[src/rtl/kss_pkg.sv]
// Shared types and constants for the six-axis scalar Kalman smoother.
// Holds the beat payload structs, the controller command and status structs
// and the register map. Depends on nothing else.
package kss_pkg;

   localparam int SAMPLE_W      = 16;
   localparam int NUM_FIELDS    = 6;
   localparam int REG_W         = 24;
   localparam int VAR_W         = 25;
   localparam int DEN_W         = 26;
   localparam int CSR_DATA_W    = 32;
   localparam int CSR_ADDR_W    = 3;
   localparam int DEF_AXES      = 6;
   localparam int DEF_FRAC_BITS = 16;

   localparam logic [REG_W-1:0] Q_RESET = REG_W'(655);
   localparam logic [REG_W-1:0] R_RESET = REG_W'(6554);

   typedef enum logic {
      REG_PROCESS_NOISE = 1'b0,
      REG_MEASURE_NOISE = 1'b1
   } kss_reg_index_type;

   typedef struct packed {
      logic signed [SAMPLE_W-1:0] accel_x;
      logic signed [SAMPLE_W-1:0] accel_y;
      logic signed [SAMPLE_W-1:0] accel_z;
      logic signed [SAMPLE_W-1:0] gyro_x;
      logic signed [SAMPLE_W-1:0] gyro_y;
      logic signed [SAMPLE_W-1:0] gyro_z;
   } kss_req_type;

   typedef struct packed {
      logic signed [SAMPLE_W-1:0] est_accel_x;
      logic signed [SAMPLE_W-1:0] est_accel_y;
      logic signed [SAMPLE_W-1:0] est_accel_z;
      logic signed [SAMPLE_W-1:0] est_gyro_x;
      logic signed [SAMPLE_W-1:0] est_gyro_y;
      logic signed [SAMPLE_W-1:0] est_gyro_z;
   } kss_rsp_type;

   typedef struct packed {
      logic load;
      logic div_init;
      logic div_step;
      logic var_mul;
      logic var_wr;
      logic ax_diff;
      logic ax_mul_lo;
      logic ax_mul_hi;
      logic ax_acc;
      logic publish;
   } kss_cmd_type;

   typedef struct packed {
      logic out_free;
   } kss_status_type;

endpackage

[src/rtl/kss_csr.sv]
// Configuration registers of the Kalman smoother: process and measurement noise.
// APB-style access with no wait states. Depends on kss_pkg.
module kss_csr import kss_pkg::*; (
   input  logic                  clock,
   input  logic                  reset,
   input  logic                  psel,
   input  logic                  penable,
   input  logic                  pwrite,
   input  logic [CSR_ADDR_W-1:0] paddr,
   input  logic [CSR_DATA_W-1:0] pwdata,
   output logic [CSR_DATA_W-1:0] prdata,
   output logic                  pready,
   output logic [REG_W-1:0]      process_noise,
   output logic [REG_W-1:0]      measure_noise
);

   logic [REG_W-1:0]  q_ff, q_in;
   logic [REG_W-1:0]  r_ff, r_in;
   kss_reg_index_type index;
   logic              wr_en;

   assign index = kss_reg_index_type'(paddr[CSR_ADDR_W-1]);
   assign wr_en = psel && penable && pwrite;

   always_comb begin
      q_in = q_ff;
      r_in = r_ff;
      if (wr_en) begin
         unique case (index)
            REG_PROCESS_NOISE: q_in = pwdata[REG_W-1:0];
            REG_MEASURE_NOISE: r_in = pwdata[REG_W-1:0];
            default: ;
         endcase
      end
   end

   always_comb begin
      unique case (index)
         REG_PROCESS_NOISE: prdata = CSR_DATA_W'(q_ff);
         REG_MEASURE_NOISE: prdata = CSR_DATA_W'(r_ff);
         default:           prdata = '0;
      endcase
   end

   always_ff @(posedge clock) begin
      if (reset) begin
         q_ff <= Q_RESET;
         r_ff <= R_RESET;
      end else begin
         q_ff <= q_in;
         r_ff <= r_in;
      end
   end

   assign pready        = 1'b1;
   assign process_noise = q_ff;
   assign measure_noise = r_ff;

endmodule

[src/rtl/kss_datapath.sv]
// Datapath of the Kalman smoother: variance update, restoring gain divider,
// one shared multiplier, estimate store and the result register. Depends on kss_pkg.
module kss_datapath import kss_pkg::*; #(
   parameter int AXES      = DEF_AXES,
   parameter int FRAC_BITS = DEF_FRAC_BITS
) (
   input  logic               clock,
   input  logic               reset,
   input  kss_cmd_type        cmd,
   output kss_status_type     status,
   input  logic [REG_W-1:0]   process_noise,
   input  logic [REG_W-1:0]   measure_noise,
   input  kss_req_type        req_payload,
   output logic               rsp_valid,
   input  logic               rsp_stall,
   output kss_rsp_type        rsp_payload
);

   localparam int EST_W  = SAMPLE_W + FRAC_BITS + 1;
   localparam int DIFF_W = EST_W + 1;
   localparam int MAG_W  = EST_W;
   localparam int K_W    = FRAC_BITS + 1;
   localparam int PROD_W = VAR_W + K_W;
   localparam int REM_W  = DEN_W + 1;
   localparam int RND_W  = EST_W + 1 - FRAC_BITS;

   localparam logic [K_W-1:0]    K_ONE     = {1'b1, {FRAC_BITS{1'b0}}};
   localparam logic [VAR_W-1:0]  VAR_ONE   = VAR_W'(K_ONE);
   localparam logic [PROD_W-1:0] HALF_PROD = PROD_W'(1) << (FRAC_BITS - 1);
   localparam logic signed [EST_W:0]     HALF_EST = (EST_W + 1)'(1) << (FRAC_BITS - 1);
   localparam logic signed [RND_W-1:0]   RND_MAX  = RND_W'((2 ** (SAMPLE_W - 1)) - 1);
   localparam logic signed [RND_W-1:0]   RND_MIN  = -RND_MAX - RND_W'(1);

   logic [VAR_W-1:0]           p_ff, p_in;
   logic [VAR_W-1:0]           pp_ff;
   logic [DEN_W-1:0]           den_ff;
   logic                       den_zero_ff;
   logic [REM_W-1:0]           rem_ff;
   logic [K_W-1:0]             quo_ff;
   logic [PROD_W-1:0]          prod_ff;
   logic [K_W-1:0]             lo_term_ff;
   logic [MAG_W-1:0]           mag_ff;
   logic                       neg_ff;
   logic [SAMPLE_W-1:0]        z_ff [0:AXES-1];
   logic signed [EST_W-1:0]    est_ff [0:AXES-1];
   logic                       rsp_valid_ff, rsp_valid_in;
   kss_rsp_type                rsp_ff, rsp_in;

   logic [SAMPLE_W-1:0]        samples [0:NUM_FIELDS-1];
   logic [SAMPLE_W-1:0]        out_vals [0:NUM_FIELDS-1];
   logic [VAR_W:0]             pp_sum;
   logic [VAR_W-1:0]           pp_sat;
   logic [DEN_W-1:0]           den_sum;
   logic                       rem_ge;
   logic [REM_W-1:0]           rem_sub;
   logic [K_W-1:0]             k_val;
   logic [VAR_W-1:0]           mul_a;
   logic [K_W-1:0]             mul_b;
   logic [PROD_W-1:0]          mul_prod;
   logic [PROD_W-1:0]          prod_round;
   logic [DIFF_W-1:0]          diff;
   logic [PROD_W-1:0]          delta_sum;
   logic [EST_W-1:0]           delta;
   logic signed [EST_W-1:0]    est_new;

   function automatic logic [SAMPLE_W-1:0] round_sat(input logic signed [EST_W-1:0] x);
      logic signed [EST_W:0]   y;
      logic signed [RND_W-1:0] r;
      y = $signed({x[EST_W-1], x}) + HALF_EST;
      // Dropping the fraction of a two's complement value floors it.
      r = $signed(y[EST_W:FRAC_BITS]);
      if (r > RND_MAX) begin
         return RND_MAX[SAMPLE_W-1:0];
      end else if (r < RND_MIN) begin
         return RND_MIN[SAMPLE_W-1:0];
      end
      return r[SAMPLE_W-1:0];
   endfunction

   always_comb begin
      samples[0] = req_payload.accel_x;
      samples[1] = req_payload.accel_y;
      samples[2] = req_payload.accel_z;
      samples[3] = req_payload.gyro_x;
      samples[4] = req_payload.gyro_y;
      samples[5] = req_payload.gyro_z;
   end

   // Predicted variance, saturated to the width of the variance register.
   assign pp_sum  = {1'b0, p_ff} + (VAR_W + 1)'(process_noise);
   assign pp_sat  = pp_sum[VAR_W] ? '1 : pp_sum[VAR_W-1:0];
   assign den_sum = DEN_W'(pp_ff) + DEN_W'(measure_noise);

   // One quotient bit per step; the remainder starts at p' since the gain is at most one.
   assign rem_ge  = rem_ff >= REM_W'(den_ff);
   assign rem_sub = rem_ge ? rem_ff - REM_W'(den_ff) : rem_ff;
   assign k_val   = den_zero_ff ? '0 : quo_ff;

   always_comb begin
      mul_a = '0;
      mul_b = '0;
      if (cmd.var_mul) begin
         mul_a = pp_ff;
         mul_b = K_ONE - k_val;
      end else if (cmd.ax_mul_lo) begin
         mul_a = VAR_W'(mag_ff[FRAC_BITS-1:0]);
         mul_b = k_val;
      end else if (cmd.ax_mul_hi) begin
         mul_a = VAR_W'(mag_ff[MAG_W-1:FRAC_BITS]);
         mul_b = k_val;
      end
   end

   assign mul_prod   = PROD_W'(mul_a) * PROD_W'(mul_b);
   assign prod_round = prod_ff + HALF_PROD;

   assign diff = {{(DIFF_W - SAMPLE_W - FRAC_BITS){z_ff[0][SAMPLE_W-1]}}, z_ff[0],
                  {FRAC_BITS{1'b0}}} - {est_ff[0][EST_W-1], est_ff[0]};

   // The high partial product sits in prod_ff, the rounded low one in lo_term_ff.
   assign delta_sum = prod_ff + PROD_W'(lo_term_ff);
   assign delta     = delta_sum[EST_W-1:0];
   assign est_new   = neg_ff ? est_ff[0] - $signed(delta) : est_ff[0] + $signed(delta);

   assign p_in = cmd.var_wr ? prod_round[FRAC_BITS +: VAR_W] : p_ff;

   for (genvar g = 0; g < NUM_FIELDS; g++) begin : g_out
      if (g < AXES) begin : g_used
         assign out_vals[g] = round_sat(est_ff[g]);
      end else begin : g_unused
         assign out_vals[g] = '0;
      end
   end

   always_comb begin
      rsp_in.est_accel_x = out_vals[0];
      rsp_in.est_accel_y = out_vals[1];
      rsp_in.est_accel_z = out_vals[2];
      rsp_in.est_gyro_x  = out_vals[3];
      rsp_in.est_gyro_y  = out_vals[4];
      rsp_in.est_gyro_z  = out_vals[5];
   end

   assign rsp_valid_in    = cmd.publish || (rsp_valid_ff && rsp_stall);
   assign status.out_free = !rsp_valid_ff || !rsp_stall;

   // Filter state and the result valid flag.
   always_ff @(posedge clock) begin
      if (reset) begin
         p_ff         <= VAR_ONE;
         rsp_valid_ff <= 1'b0;
         for (int i = 0; i < AXES; i++) begin
            est_ff[i] <= '0;
         end
      end else begin
         p_ff         <= p_in;
         rsp_valid_ff <= rsp_valid_in;
         // Each axis update rotates the store so the next axis sits at the head.
         if (cmd.ax_acc) begin
            for (int i = 0; i < AXES - 1; i++) begin
               est_ff[i] <= est_ff[i+1];
            end
            est_ff[AXES-1] <= est_new;
         end
      end
   end

   always_ff @(posedge clock) begin
      if (cmd.load) begin
         pp_ff <= pp_sat;
         for (int i = 0; i < AXES; i++) begin
            z_ff[i] <= samples[i];
         end
      end else if (cmd.ax_acc) begin
         for (int i = 0; i < AXES - 1; i++) begin
            z_ff[i] <= z_ff[i+1];
         end
         z_ff[AXES-1] <= z_ff[0];
      end
      if (cmd.div_init) begin
         den_ff      <= den_sum;
         den_zero_ff <= den_sum == '0;
         rem_ff      <= REM_W'(pp_ff);
         quo_ff      <= '0;
      end else if (cmd.div_step) begin
         rem_ff <= {rem_sub[REM_W-2:0], 1'b0};
         quo_ff <= {quo_ff[K_W-2:0], rem_ge};
      end
      if (cmd.var_mul || cmd.ax_mul_lo || cmd.ax_mul_hi) begin
         prod_ff <= mul_prod;
      end
      if (cmd.ax_mul_hi) begin
         lo_term_ff <= prod_round[FRAC_BITS +: K_W];
      end
      if (cmd.ax_diff) begin
         neg_ff <= diff[DIFF_W-1];
         mag_ff <= diff[DIFF_W-1] ? MAG_W'(-diff) : MAG_W'(diff);
      end
      if (cmd.publish) begin
         rsp_ff <= rsp_in;
      end
   end

   assign rsp_valid   = rsp_valid_ff;
   assign rsp_payload = rsp_ff;

   a_gain_bounded: assert property (@(posedge clock) disable iff (reset)
      cmd.var_mul |-> k_val <= K_ONE)
      else $error("gain exceeds one");

   a_rem_bounded: assert property (@(posedge clock) disable iff (reset)
      (cmd.div_step && den_ff != '0) |-> rem_ff < {den_ff, 1'b0})
      else $error("divider remainder out of range");

   a_var_shrinks: assert property (@(posedge clock) disable iff (reset)
      cmd.var_wr |=> p_ff <= $past(pp_ff))
      else $error("updated variance exceeds the predicted variance");

endmodule

[src/rtl/kss_ctrl.sv]
// Sequencer of the Kalman smoother: steps the datapath through the divide,
// the variance update and the per-axis updates. Depends on kss_pkg.
module kss_ctrl import kss_pkg::*; #(
   parameter int AXES      = DEF_AXES,
   parameter int FRAC_BITS = DEF_FRAC_BITS
) (
   input  logic           clock,
   input  logic           reset,
   input  logic           req_valid,
   output logic           req_stall,
   input  kss_status_type status,
   output kss_cmd_type    cmd
);

   localparam int STEP_W = $clog2(FRAC_BITS + 1);
   localparam int AXC_W  = $clog2(AXES + 1);

   typedef enum logic [9:0] {
      ST_IDLE      = 10'b0000000001,
      ST_DIV_INIT  = 10'b0000000010,
      ST_DIV_STEP  = 10'b0000000100,
      ST_VAR_MUL   = 10'b0000001000,
      ST_VAR_WR    = 10'b0000010000,
      ST_AX_DIFF   = 10'b0000100000,
      ST_AX_MUL_LO = 10'b0001000000,
      ST_AX_MUL_HI = 10'b0010000000,
      ST_AX_ACC    = 10'b0100000000,
      ST_PUBLISH   = 10'b1000000000
   } kss_state_type;

   kss_state_type     state_ff, state_in;
   logic [STEP_W-1:0] step_cnt_ff, step_cnt_in;
   logic [AXC_W-1:0]  axis_cnt_ff, axis_cnt_in;
   logic              accept;

   assign accept    = req_valid && (state_ff == ST_IDLE);
   assign req_stall = state_ff != ST_IDLE;

   always_comb begin
      state_in    = state_ff;
      step_cnt_in = step_cnt_ff;
      axis_cnt_in = axis_cnt_ff;
      cmd         = '0;
      unique case (state_ff)
         ST_IDLE: begin
            if (req_valid) begin
               cmd.load = 1'b1;
               state_in = ST_DIV_INIT;
            end
         end
         ST_DIV_INIT: begin
            cmd.div_init = 1'b1;
            step_cnt_in  = '0;
            state_in     = ST_DIV_STEP;
         end
         ST_DIV_STEP: begin
            cmd.div_step = 1'b1;
            if (step_cnt_ff == STEP_W'(FRAC_BITS)) begin
               state_in = ST_VAR_MUL;
            end else begin
               step_cnt_in = step_cnt_ff + STEP_W'(1);
            end
         end
         ST_VAR_MUL: begin
            cmd.var_mul = 1'b1;
            state_in    = ST_VAR_WR;
         end
         ST_VAR_WR: begin
            cmd.var_wr  = 1'b1;
            axis_cnt_in = '0;
            state_in    = ST_AX_DIFF;
         end
         ST_AX_DIFF: begin
            cmd.ax_diff = 1'b1;
            state_in    = ST_AX_MUL_LO;
         end
         ST_AX_MUL_LO: begin
            cmd.ax_mul_lo = 1'b1;
            state_in      = ST_AX_MUL_HI;
         end
         ST_AX_MUL_HI: begin
            cmd.ax_mul_hi = 1'b1;
            state_in      = ST_AX_ACC;
         end
         ST_AX_ACC: begin
            cmd.ax_acc = 1'b1;
            if (axis_cnt_ff == AXC_W'(AXES - 1)) begin
               state_in = ST_PUBLISH;
            end else begin
               axis_cnt_in = axis_cnt_ff + AXC_W'(1);
               state_in    = ST_AX_DIFF;
            end
         end
         ST_PUBLISH: begin
            // Hold the finished result until the output register is free.
            if (status.out_free) begin
               cmd.publish = 1'b1;
               state_in    = ST_IDLE;
            end
         end
         default: state_in = ST_IDLE;
      endcase
   end

   always_ff @(posedge clock) begin
      if (reset) begin
         state_ff    <= ST_IDLE;
         step_cnt_ff <= '0;
         axis_cnt_ff <= '0;
      end else begin
         state_ff    <= state_in;
         step_cnt_ff <= step_cnt_in;
         axis_cnt_ff <= axis_cnt_in;
      end
   end

   a_accept_starts: assert property (@(posedge clock) disable iff (reset)
      accept |=> state_ff == ST_DIV_INIT)
      else $error("accepted beat did not start the divide");

   a_publish_free: assert property (@(posedge clock) disable iff (reset)
      cmd.publish |-> status.out_free)
      else $error("result published over a waiting result");

   a_full_divide: assert property (@(posedge clock) disable iff (reset)
      (state_ff == ST_VAR_MUL) |->
         ($past(state_ff) == ST_DIV_STEP && $past(step_cnt_ff) == STEP_W'(FRAC_BITS)))
      else $error("gain used before all quotient bits were produced");

endmodule

[src/rtl/six_axis_scalar_kalman_smoother_unit.sv]
// Six-axis scalar Kalman smoother: random-walk model with one shared variance.
// Request beats carry six 16-bit IMU samples, response beats six filtered samples.
// Both channels use valid/stall; a beat moves when valid is high and stall is low.
// Noise variances are set through the APB-style port: process noise at byte
// address 0, measurement noise at byte address 4, 16 fraction bits each.
// One response beat follows every request beat. The restoring gain divider
// yields one quotient bit per cycle; then each axis takes a difference, a low
// product, a high product and an accumulate step on the single shared
// multiplier. The block takes no new request until the previous result is
// published and it is idle again; req_stall is high while an
// item is in work. A finished result waits in the output register while the
// receiver stalls; the next request is still taken, and its result is held
// back until the output register empties. Reset clears the estimates to zero,
// the error variance to 1.0 and the noise registers to 0.01 and 0.1.
// Depends on kss_pkg, kss_csr, kss_ctrl and kss_datapath.
module six_axis_scalar_kalman_smoother_unit import kss_pkg::*; #(
   parameter int AXES      = DEF_AXES,
   parameter int FRAC_BITS = DEF_FRAC_BITS
) (
   input  logic                  clock,
   input  logic                  reset,
   input  logic                  req_valid,
   output logic                  req_stall,
   input  kss_req_type           req_payload,
   output logic                  rsp_valid,
   input  logic                  rsp_stall,
   output kss_rsp_type           rsp_payload,
   input  logic                  psel,
   input  logic                  penable,
   input  logic                  pwrite,
   input  logic [CSR_ADDR_W-1:0] paddr,
   input  logic [CSR_DATA_W-1:0] pwdata,
   output logic [CSR_DATA_W-1:0] prdata,
   output logic                  pready
);

   logic [REG_W-1:0] process_noise;
   logic [REG_W-1:0] measure_noise;
   kss_cmd_type      cmd;
   kss_status_type   status;

   kss_csr u_csr (
      .clock         (clock),
      .reset         (reset),
      .psel          (psel),
      .penable       (penable),
      .pwrite        (pwrite),
      .paddr         (paddr),
      .pwdata        (pwdata),
      .prdata        (prdata),
      .pready        (pready),
      .process_noise (process_noise),
      .measure_noise (measure_noise)
   );

   kss_ctrl #(
      .AXES      (AXES),
      .FRAC_BITS (FRAC_BITS)
   ) u_ctrl (
      .clock     (clock),
      .reset     (reset),
      .req_valid (req_valid),
      .req_stall (req_stall),
      .status    (status),
      .cmd       (cmd)
   );

   kss_datapath #(
      .AXES      (AXES),
      .FRAC_BITS (FRAC_BITS)
   ) u_datapath (
      .clock         (clock),
      .reset         (reset),
      .cmd           (cmd),
      .status        (status),
      .process_noise (process_noise),
      .measure_noise (measure_noise),
      .req_payload   (req_payload),
      .rsp_valid     (rsp_valid),
      .rsp_stall     (rsp_stall),
      .rsp_payload   (rsp_payload)
   );

endmodule

[config.mk]
export PLATFORM = sky130hd
export DESIGN_NAME = six_axis_scalar_kalman_smoother_unit
export DESIGN_NICKNAME = d
export VERILOG_FILES = /design/src/rtl/kss_pkg.sv /design/src/rtl/kss_csr.sv /design/src/rtl/kss_datapath.sv /design/src/rtl/kss_ctrl.sv /design/src/rtl/six_axis_scalar_kalman_smoother_unit.sv
export SDC_FILE = /design/constraint.sdc
export NUM_CORES = 2
export LEC_CHECK = 0
export BUFFER_PORTS_ARGS = -buffer_cell sky130_fd_sc_hd__buf_2
export CORE_ASPECT_RATIO = 0.8
export CORE_MARGIN = 1
export CORE_UTILIZATION = 60
export DETAILED_ROUTE_END_ITERATION = 7
export PLACE_DENSITY = 0.83
export SLEW_MARGIN = 20
export SYNTH_ARGS = -nofsm -noshare
export SYNTH_HDL_FRONTEND = slang
export SYNTH_SLANG_ARGS = --single-unit
[constraint.sdc]
create_clock -name clock -period 12.98 [get_ports clock]
set_input_delay 0.649 -clock clock [delete_from_list [all_inputs] [get_ports clock]]
set_output_delay 0.649 -clock clock [all_outputs]
set_load 0.01 [all_outputs]
Word-level counts from Yosys, hierarchy flattened

Memory sizes are Yosys's and may differ from the RTL's.
Index checks and enable logic that the tools add are counted.

Register bits: 376
Bits in writable memories: 294
Input bits: 138
Memories: 2

$add $sub $neg: 18
Multiply operators: 1
Order comparisons: 13
Equal/unequal tests: 18
Multiplexer cells: 85
Bitwise logic cells: 13
Reduce and logical (&&, ||, !) cells: 18

Memory list:

| name              | words | bits a word | rd ports | clocked after Yosys merged registers in | wr ports | line               | text |
|---|---|---|---|---|---|---|---|
| u_datapath.est_ff | 6     | 33          | 6        | 0                                       | 6        | kss_datapath.sv:45 | `logic signed [EST_W-1:0] est_ff [0:AXES-1];` |
| u_datapath.z_ff   | 6     | 16          | 6        | 0                                       | 6        | kss_datapath.sv:44 | `logic [SAMPLE_W-1:0] z_ff [0:AXES-1];` |

Operators by type and width:

| operator                                             | count |
|---|---|
| 2-to-1 mux 16 bit                                    | 24 |
| 2-to-1 mux 33 bit                                    | 8 |
| adder 33 x 17 -> 34 bit, second input constant       | 6 |
| > comparator 18 x 16 -> 1 bit, second input constant | 6 |
| < comparator 18 x 16 -> 1 bit, second input constant | 6 |
| 2-to-1 mux 25 bit                                    | 4 |
| one-hot mux 10 bit (10 select lines)                 | 1 |
| 2-to-1 mux 17 bit                                    | 5 |
| one-hot mux 32 bit (2 select lines)                  | 1 |
| adder 25 x 24 -> 26 bit                              | 2 |
| adder 41 x 16 -> 41 bit, second input constant       | 1 |
| multiplier 25 x 17 -> 41 bit                         | 1 |
| 2-to-1 mux 10 bit                                    | 4 |
| subtractor 32 x 33 -> 34 bit                         | 1 |
| adder 33 x 17 -> 33 bit                              | 1 |
| adder 33 bit                                         | 1 |
| 2-to-1 mux 1 bit                                     | 33 |
| negator 33 bit                                       | 1 |
| subtractor 33 bit                                    | 1 |
| >= comparator 27 x 26 -> 1 bit                       | 1 |
| zero test 26 bit                                     | 1 |
| 2-to-1 mux 26 bit                                    | 1 |
| subtractor 26 bit                                    | 1 |
| subtractor 17 bit, first input constant              | 1 |
| 29 further kinds                                     | 54 |

Logic depth before layout (Yosys ltp)

Depth after elaboration: 6
Depth in mapped cells: 37
Gate-level depth less buffers: 34

By module

Synthesis repeated with hierarchy kept, for this count alone.

Cells, all modules: 5,080
Area total of the unflattened synthesis: 50,943.9 um^2

Modules (own cells, without submodules):

| module       | instances | cells each | area each (um^2) | seq. area each (um^2) |
|---|---|---|---|---|
| kss_datapath | 1         | 4,716      | 47,498.1         | 17,687.0 |
| kss_csr      | 1         | 230        | 2,358.5          | 960.9 |
| kss_ctrl     | 1         | 134        | 1,087.3          | 360.3 |

Least setup slack after synthesis

Ideal clock, no wire load.

Path type: register to register
From: register u_ctrl.state_ff[1]
To: register u_datapath.prod_ff[39], data pin
Library setup time: 258 ps
Arrival: 9,381 ps
Setup slack: 3,341 ps
Stages on the path, launching flop included: 34
Clock period less this slack: 9,639 ps
Cell sequence: dfxtp_1 nor4_1 nand2_1 nor3_1 and3b_1 clkbuf_1 nor3_1 inv_1 clkbuf_1 buf_1 nand2_1 nor2_1 fa_1 inv_1 fa_1 fa_1 inv_1 fa_1 fa_1 inv_1 fa_1 inv_1 ha_1 a21o_1 a21o_1 a21oi_1 o21ai_0 a221o_1 a31o_2 a21bo_2 a2111oi_0 o41ai_1 a21oi_1 xnor2_1

Longest elaborated chain between the ends: 6
Elaborated cells on any way between the ends: 13
Those cells by class: mul (1); eq/ne (3); mux (9)

Ends and longest elaborated chain:

| what                                                          | line                | text |
|---|---|---|
| start, declared                                               | kss_ctrl.sv:31      | `kss_state_type state_ff, state_in;` |
| start signal, assigned                                        | kss_ctrl.sv:111     | `state_ff <= state_in;` |
| == test 10 x 8 -> 1 bit                                       | kss_ctrl.sv:44      | `unique case (state_ff)` |
| 2-to-1 mux 1 bit                                              | kss_ctrl.sv:44      |  |
| 2-to-1 mux 17 bit                                             | kss_datapath.sv:108 | `end else if (cmd.ax_mul_hi) begin` |
| 2-to-1 mux 25 bit / 2-to-1 mux 17 bit (equally long branches) | kss_datapath.sv:105 | `end else if (cmd.ax_mul_lo) begin` |
| 2-to-1 mux 25 bit / 2-to-1 mux 17 bit (equally long branches) | kss_datapath.sv:102 | `if (cmd.var_mul) begin` |
| multiplier 25 x 17 -> 41 bit (*)                              | kss_datapath.sv:114 | `assign mul_prod = PROD_W'(mul_a) * PROD_W'(mul_b);` |
| net u_datapath.mul_prod[39]                                   | kss_datapath.sv:59  | `logic [PROD_W-1:0] mul_prod;` |
| end signal, assigned                                          | kss_datapath.sv:190 | `prod_ff <= mul_prod;` |
| end, declared                                                 | kss_datapath.sv:40  | `logic [PROD_W-1:0] prod_ff;` |

Mark *: on every way through the listed nets, which the timed path passes. The rest lies on a longest branch.
A chain may end at the register's enable or synchronous reset.

Worst setup path after layout

From: register u_ctrl.state_ff[1]
To: register u_datapath.prod_ff[32], data pin

The elaborated chain is that of the path after synthesis.

==> impl_metrics.env <==
export IMPL_status="finished, final reports clean"
export IMPL_synthArstFlopShare_pct=0
export IMPL_h_tree_depth=3
export IMPL_tritoncts="yes"
export IMPL_ir_drop_v=0.000115
export IMPL_post_drt_via_cell_ratio=5.99
export IMPL_first_pass_iters=6
export IMPL_hold_class="input pin to flip-flop"
export IMPL_period_share_pct=80.5
export IMPL_grt_pass1_vias=38600
export IMPL_wl_per_cell_um=20.7
export IMPL_synth_seq_cells=670
export IMPL_hold_end="u_csr.process_noise[2]$_SDFFE_PP1P_"
export IMPL_synthTopCellsByArea="edfxtp_1 33%, fa_1 14%, nand2_1 7.0%"
export IMPL_startpoint="u_ctrl.state_ff[1]$_SDFFE_PP0P_"
export IMPL_instances_no_fill=6670
export IMPL_diodes=0
export IMPL_vias=39900
export IMPL_grt_first_pass_wirelength_mm=215
export IMPL_slew_headroom_pct=23.9
export IMPL_ys_seq_area_share_pct=37.6
export IMPL_endpoint_kind="flip-flop"
export IMPL_synth_area_um2=50500
export IMPL_core_um2=82800
export IMPL_fmax_ghz=0.0957
export IMPL_numCtsBuffers=71
export IMPL_cp_common_cell="fa_1"
export IMPL_synth_largest_area_cell="edfxtp_1"
export IMPL_start_kind="flip-flop"
export IMPL_min_period_ns=10.45
export IMPL_p_leak_uw=0.0236
export IMPL_synth_ff_type="edfxtp_1"
export IMPL_dpl_instance_area_um2=52700
export IMPL_slowest_delay_ns=0.87
export IMPL_start_util_pct=61.0
export IMPL_reg2reg_depth=32
export IMPL_nets=6264
export IMPL_slew_viol_final=0
export IMPL_rsz0062_at_grt="no"
export IMPL_cap_violations=0
export IMPL_drcViolationCount=0
export IMPL_clkTransAtPathRegs_ns=0.06
export IMPL_grt_use_total_pct=32.5
export IMPL_drt_initial_drc_count=4893
export IMPL_cts_resized=0
export IMPL_syn_avg_cell_area_um2=9.45
export IMPL_synth_common_cells="935 x nand2_1, 559 x edfxtp_1, 546 x inv_1"
export IMPL_cts_buffer_depth=3
export IMPL_required_ns=13.33
export IMPL_finalWeightedCongestion=1.02
export IMPL_yosysWarnings=0
export IMPL_drive_above_1_share_pct=9.07
export IMPL_tightestPinTransition_ns=1.13
export IMPL_final_area_um2=55100
export IMPL_rr_startpoint="u_ctrl.state_ff[1]$_SDFFE_PP0P_"
export IMPL_path_max_fanout=28
export IMPL_synth_most_common_cell="nand2_1"
export IMPL_setup_violations=0
export IMPL_num_rows=94
export IMPL_hold_path_startpoint="pwdata[2]"
export IMPL_cts_sinks=670
export IMPL_num_io_pins=269
export IMPL_pwr_density_cell_nw_per_um2=91.9
export IMPL_clk_latency_ns=0.64
export IMPL_yosysTopAreaCellShare_pct=33.2
export IMPL_register_area_um2=19000
export IMPL_antenna_found_initial=0
export IMPL_reg2reg_to="u_datapath.prod_ff[32]$_DFFE_PP_"
export IMPL_dp_cells=6542
export IMPL_fill_cells=6328
export IMPL_die_h_um=261
export IMPL_routed_wl_mm=138
export IMPL_port_buffers=249
export IMPL_multi_input_comb_area_um2=28700
export IMPL_antenna_left=0
export IMPL_netlist_instances=5343
export IMPL_fp_dieW_um=326
export IMPL_finClkSkew_ns=0.0406
export IMPL_synth_distinct_cells=102
export IMPL_crit_type="flip-flop to flip-flop"
export IMPL_cts_setup_buffers=0
export IMPL_area_growth_pct=9.15
export IMPL_grt_overflow=0
export IMPL_arrival_ns=10.80
export IMPL_tns_ns=0
export IMPL_grt_max_degree=102
export IMPL_cts_root_buffer="clkbuf_16"
export IMPL_min_path_cells=3
export IMPL_ctsHoldBuffers=0
export IMPL_cp_slowest_cell="and2_1"
export IMPL_dieArea_um2=85300
export IMPL_ff2ff_setup_slack_ns=2.53
export IMPL_hold_slack_ns=0.251
export IMPL_hpwl_mm=103
export IMPL_hold_viol=0
export IMPL_synth_edff_count=559
kinds of logic after synthesis:
family	synth area share, %
AND/OR/NAND/NOR	19.4
AO/OA/AOI/OAI	10.0
buffers and inverters	5.69
flip-flops	37.6
adder cells (fa/ha/maj)	20.4
XOR/XNOR	5.98
multiplexers	0.855
other	0.0149
flip-flops by register name, indices dropped and copies added (netlist names):
signal and cells:
u_datapath.den_zero_ff 1, u_datapath.prod_ff 41, u_csr.process_noise 24, u_datapath.pp_ff 25
u_datapath.lo_term_ff 17, u_ctrl.state_ff 10, u_datapath.rsp_payload 96, u_datapath.den_ff 26
u_datapath.est_ff 198, u_datapath.rem_ff 27, u_datapath.p_ff 25, u_ctrl.step_cnt_ff 5
u_datapath.quo_ff 17, u_datapath.mag_ff 33, u_datapath.rsp_valid 1, u_ctrl.axis_cnt_ff 3
u_datapath.z_ff 96, u_datapath.neg_ff 1, u_csr.measure_noise 24
final cells by class:
class                      instances  area share, %
multi-input combinational       3926           52.1
clock buffer                      86           3.48
inverter                         547           3.73
sequential                       670           34.5
timing repair buffer             296           2.92
tap                             1104           2.51
clock inverter                    41          0.786
per-layer routing:
layer	global-route usage (%)	wire length (um)	vias up
li1	-	-	18300
met1	45.7	56700	19100
met2	48.7	60000	2225
met3	8.85	16400	344
met4	11.1	5050	0
met5	0	0	-
cells in the final DEF (no fill, tap or decap), types with 12 or more instances in the layout:
cell,instances
nand2_1,934
edfxtp_1,559
inv_1,544
nor2_1,433
fa_1,348
ha_1,266
buf_2,249
o21ai_0,223
and2_1,209
xnor2_1,204
a21oi_1,200
xor2_1,139
nand3_1,135
dfxtp_1,111
a21o_1,77
nor3_1,75
clkbuf_16,73
and3_1,59
nand2b_1,52
buf_4,45
a31oi_1,42
nor2b_1,37
a211oi_1,33
nand4_1,32
or3_1,31
o21a_1,28
o21bai_1,26
mux2_2,25
or2_2,23
o211ai_1,23
a22oi_1,22
nor4_1,17
o31ai_1,16
mux2i_1,15
a21boi_0,13
clkinv_2,13
nor3b_1,12
stage by stage:
| step | worst slack (ns) | utilization (%) | power [uW] |
|---|---|---|---|
| detailed placement | 2.82 | 63.7 | 3020 |
| finish | 2.53 | 66.6 | 5070 |
| global route | 1.99 | 66.6 | 5210 |
| floorplan | 3.34 | - | 2880 |
| CTS | 2.75 | 66.5 | 5070 |
| global placement | 3.03 | 63.7 | 3010 |
how the worst max path moves through the flow:
stage                                             endpoint  slack [ns]
after floorplan           u_datapath.prod_ff[39]$_DFFE_PP_        3.34
after global placement    u_datapath.prod_ff[32]$_DFFE_PP_        3.03
after detailed placement  u_datapath.prod_ff[32]$_DFFE_PP_        2.82
after CTS                 u_datapath.prod_ff[32]$_DFFE_PP_        2.75
after global routing      u_datapath.prod_ff[32]$_DFFE_PP_        1.99
final                     u_datapath.prod_ff[32]$_DFFE_PP_        2.53
power breakdown:
part / internal [uW] / switching, uW / total, uW / leakage, uW
clock network: 1170 / 899 / 2070 / 0.00114
logic: 186 / 320 / 506 / 0.0162
registers: 2430 / 62.3 / 2490 / 0.00630
total: 3780 / 1280 / 5070 / 0.0236
critical path: cells and delay by family (launching register included):
kind                       cells  cell delay (ns)
AOI/OAI and AO/OA              9             2.43
xor gates and xnor gates       1             0.12
adders and majority gates      7             3.42
buffers and inverters          7             1.00
DFF                            1             0.36
and+or+nand+nor                8             2.76
No activity file was read; power rests on OpenSTA's default activity.
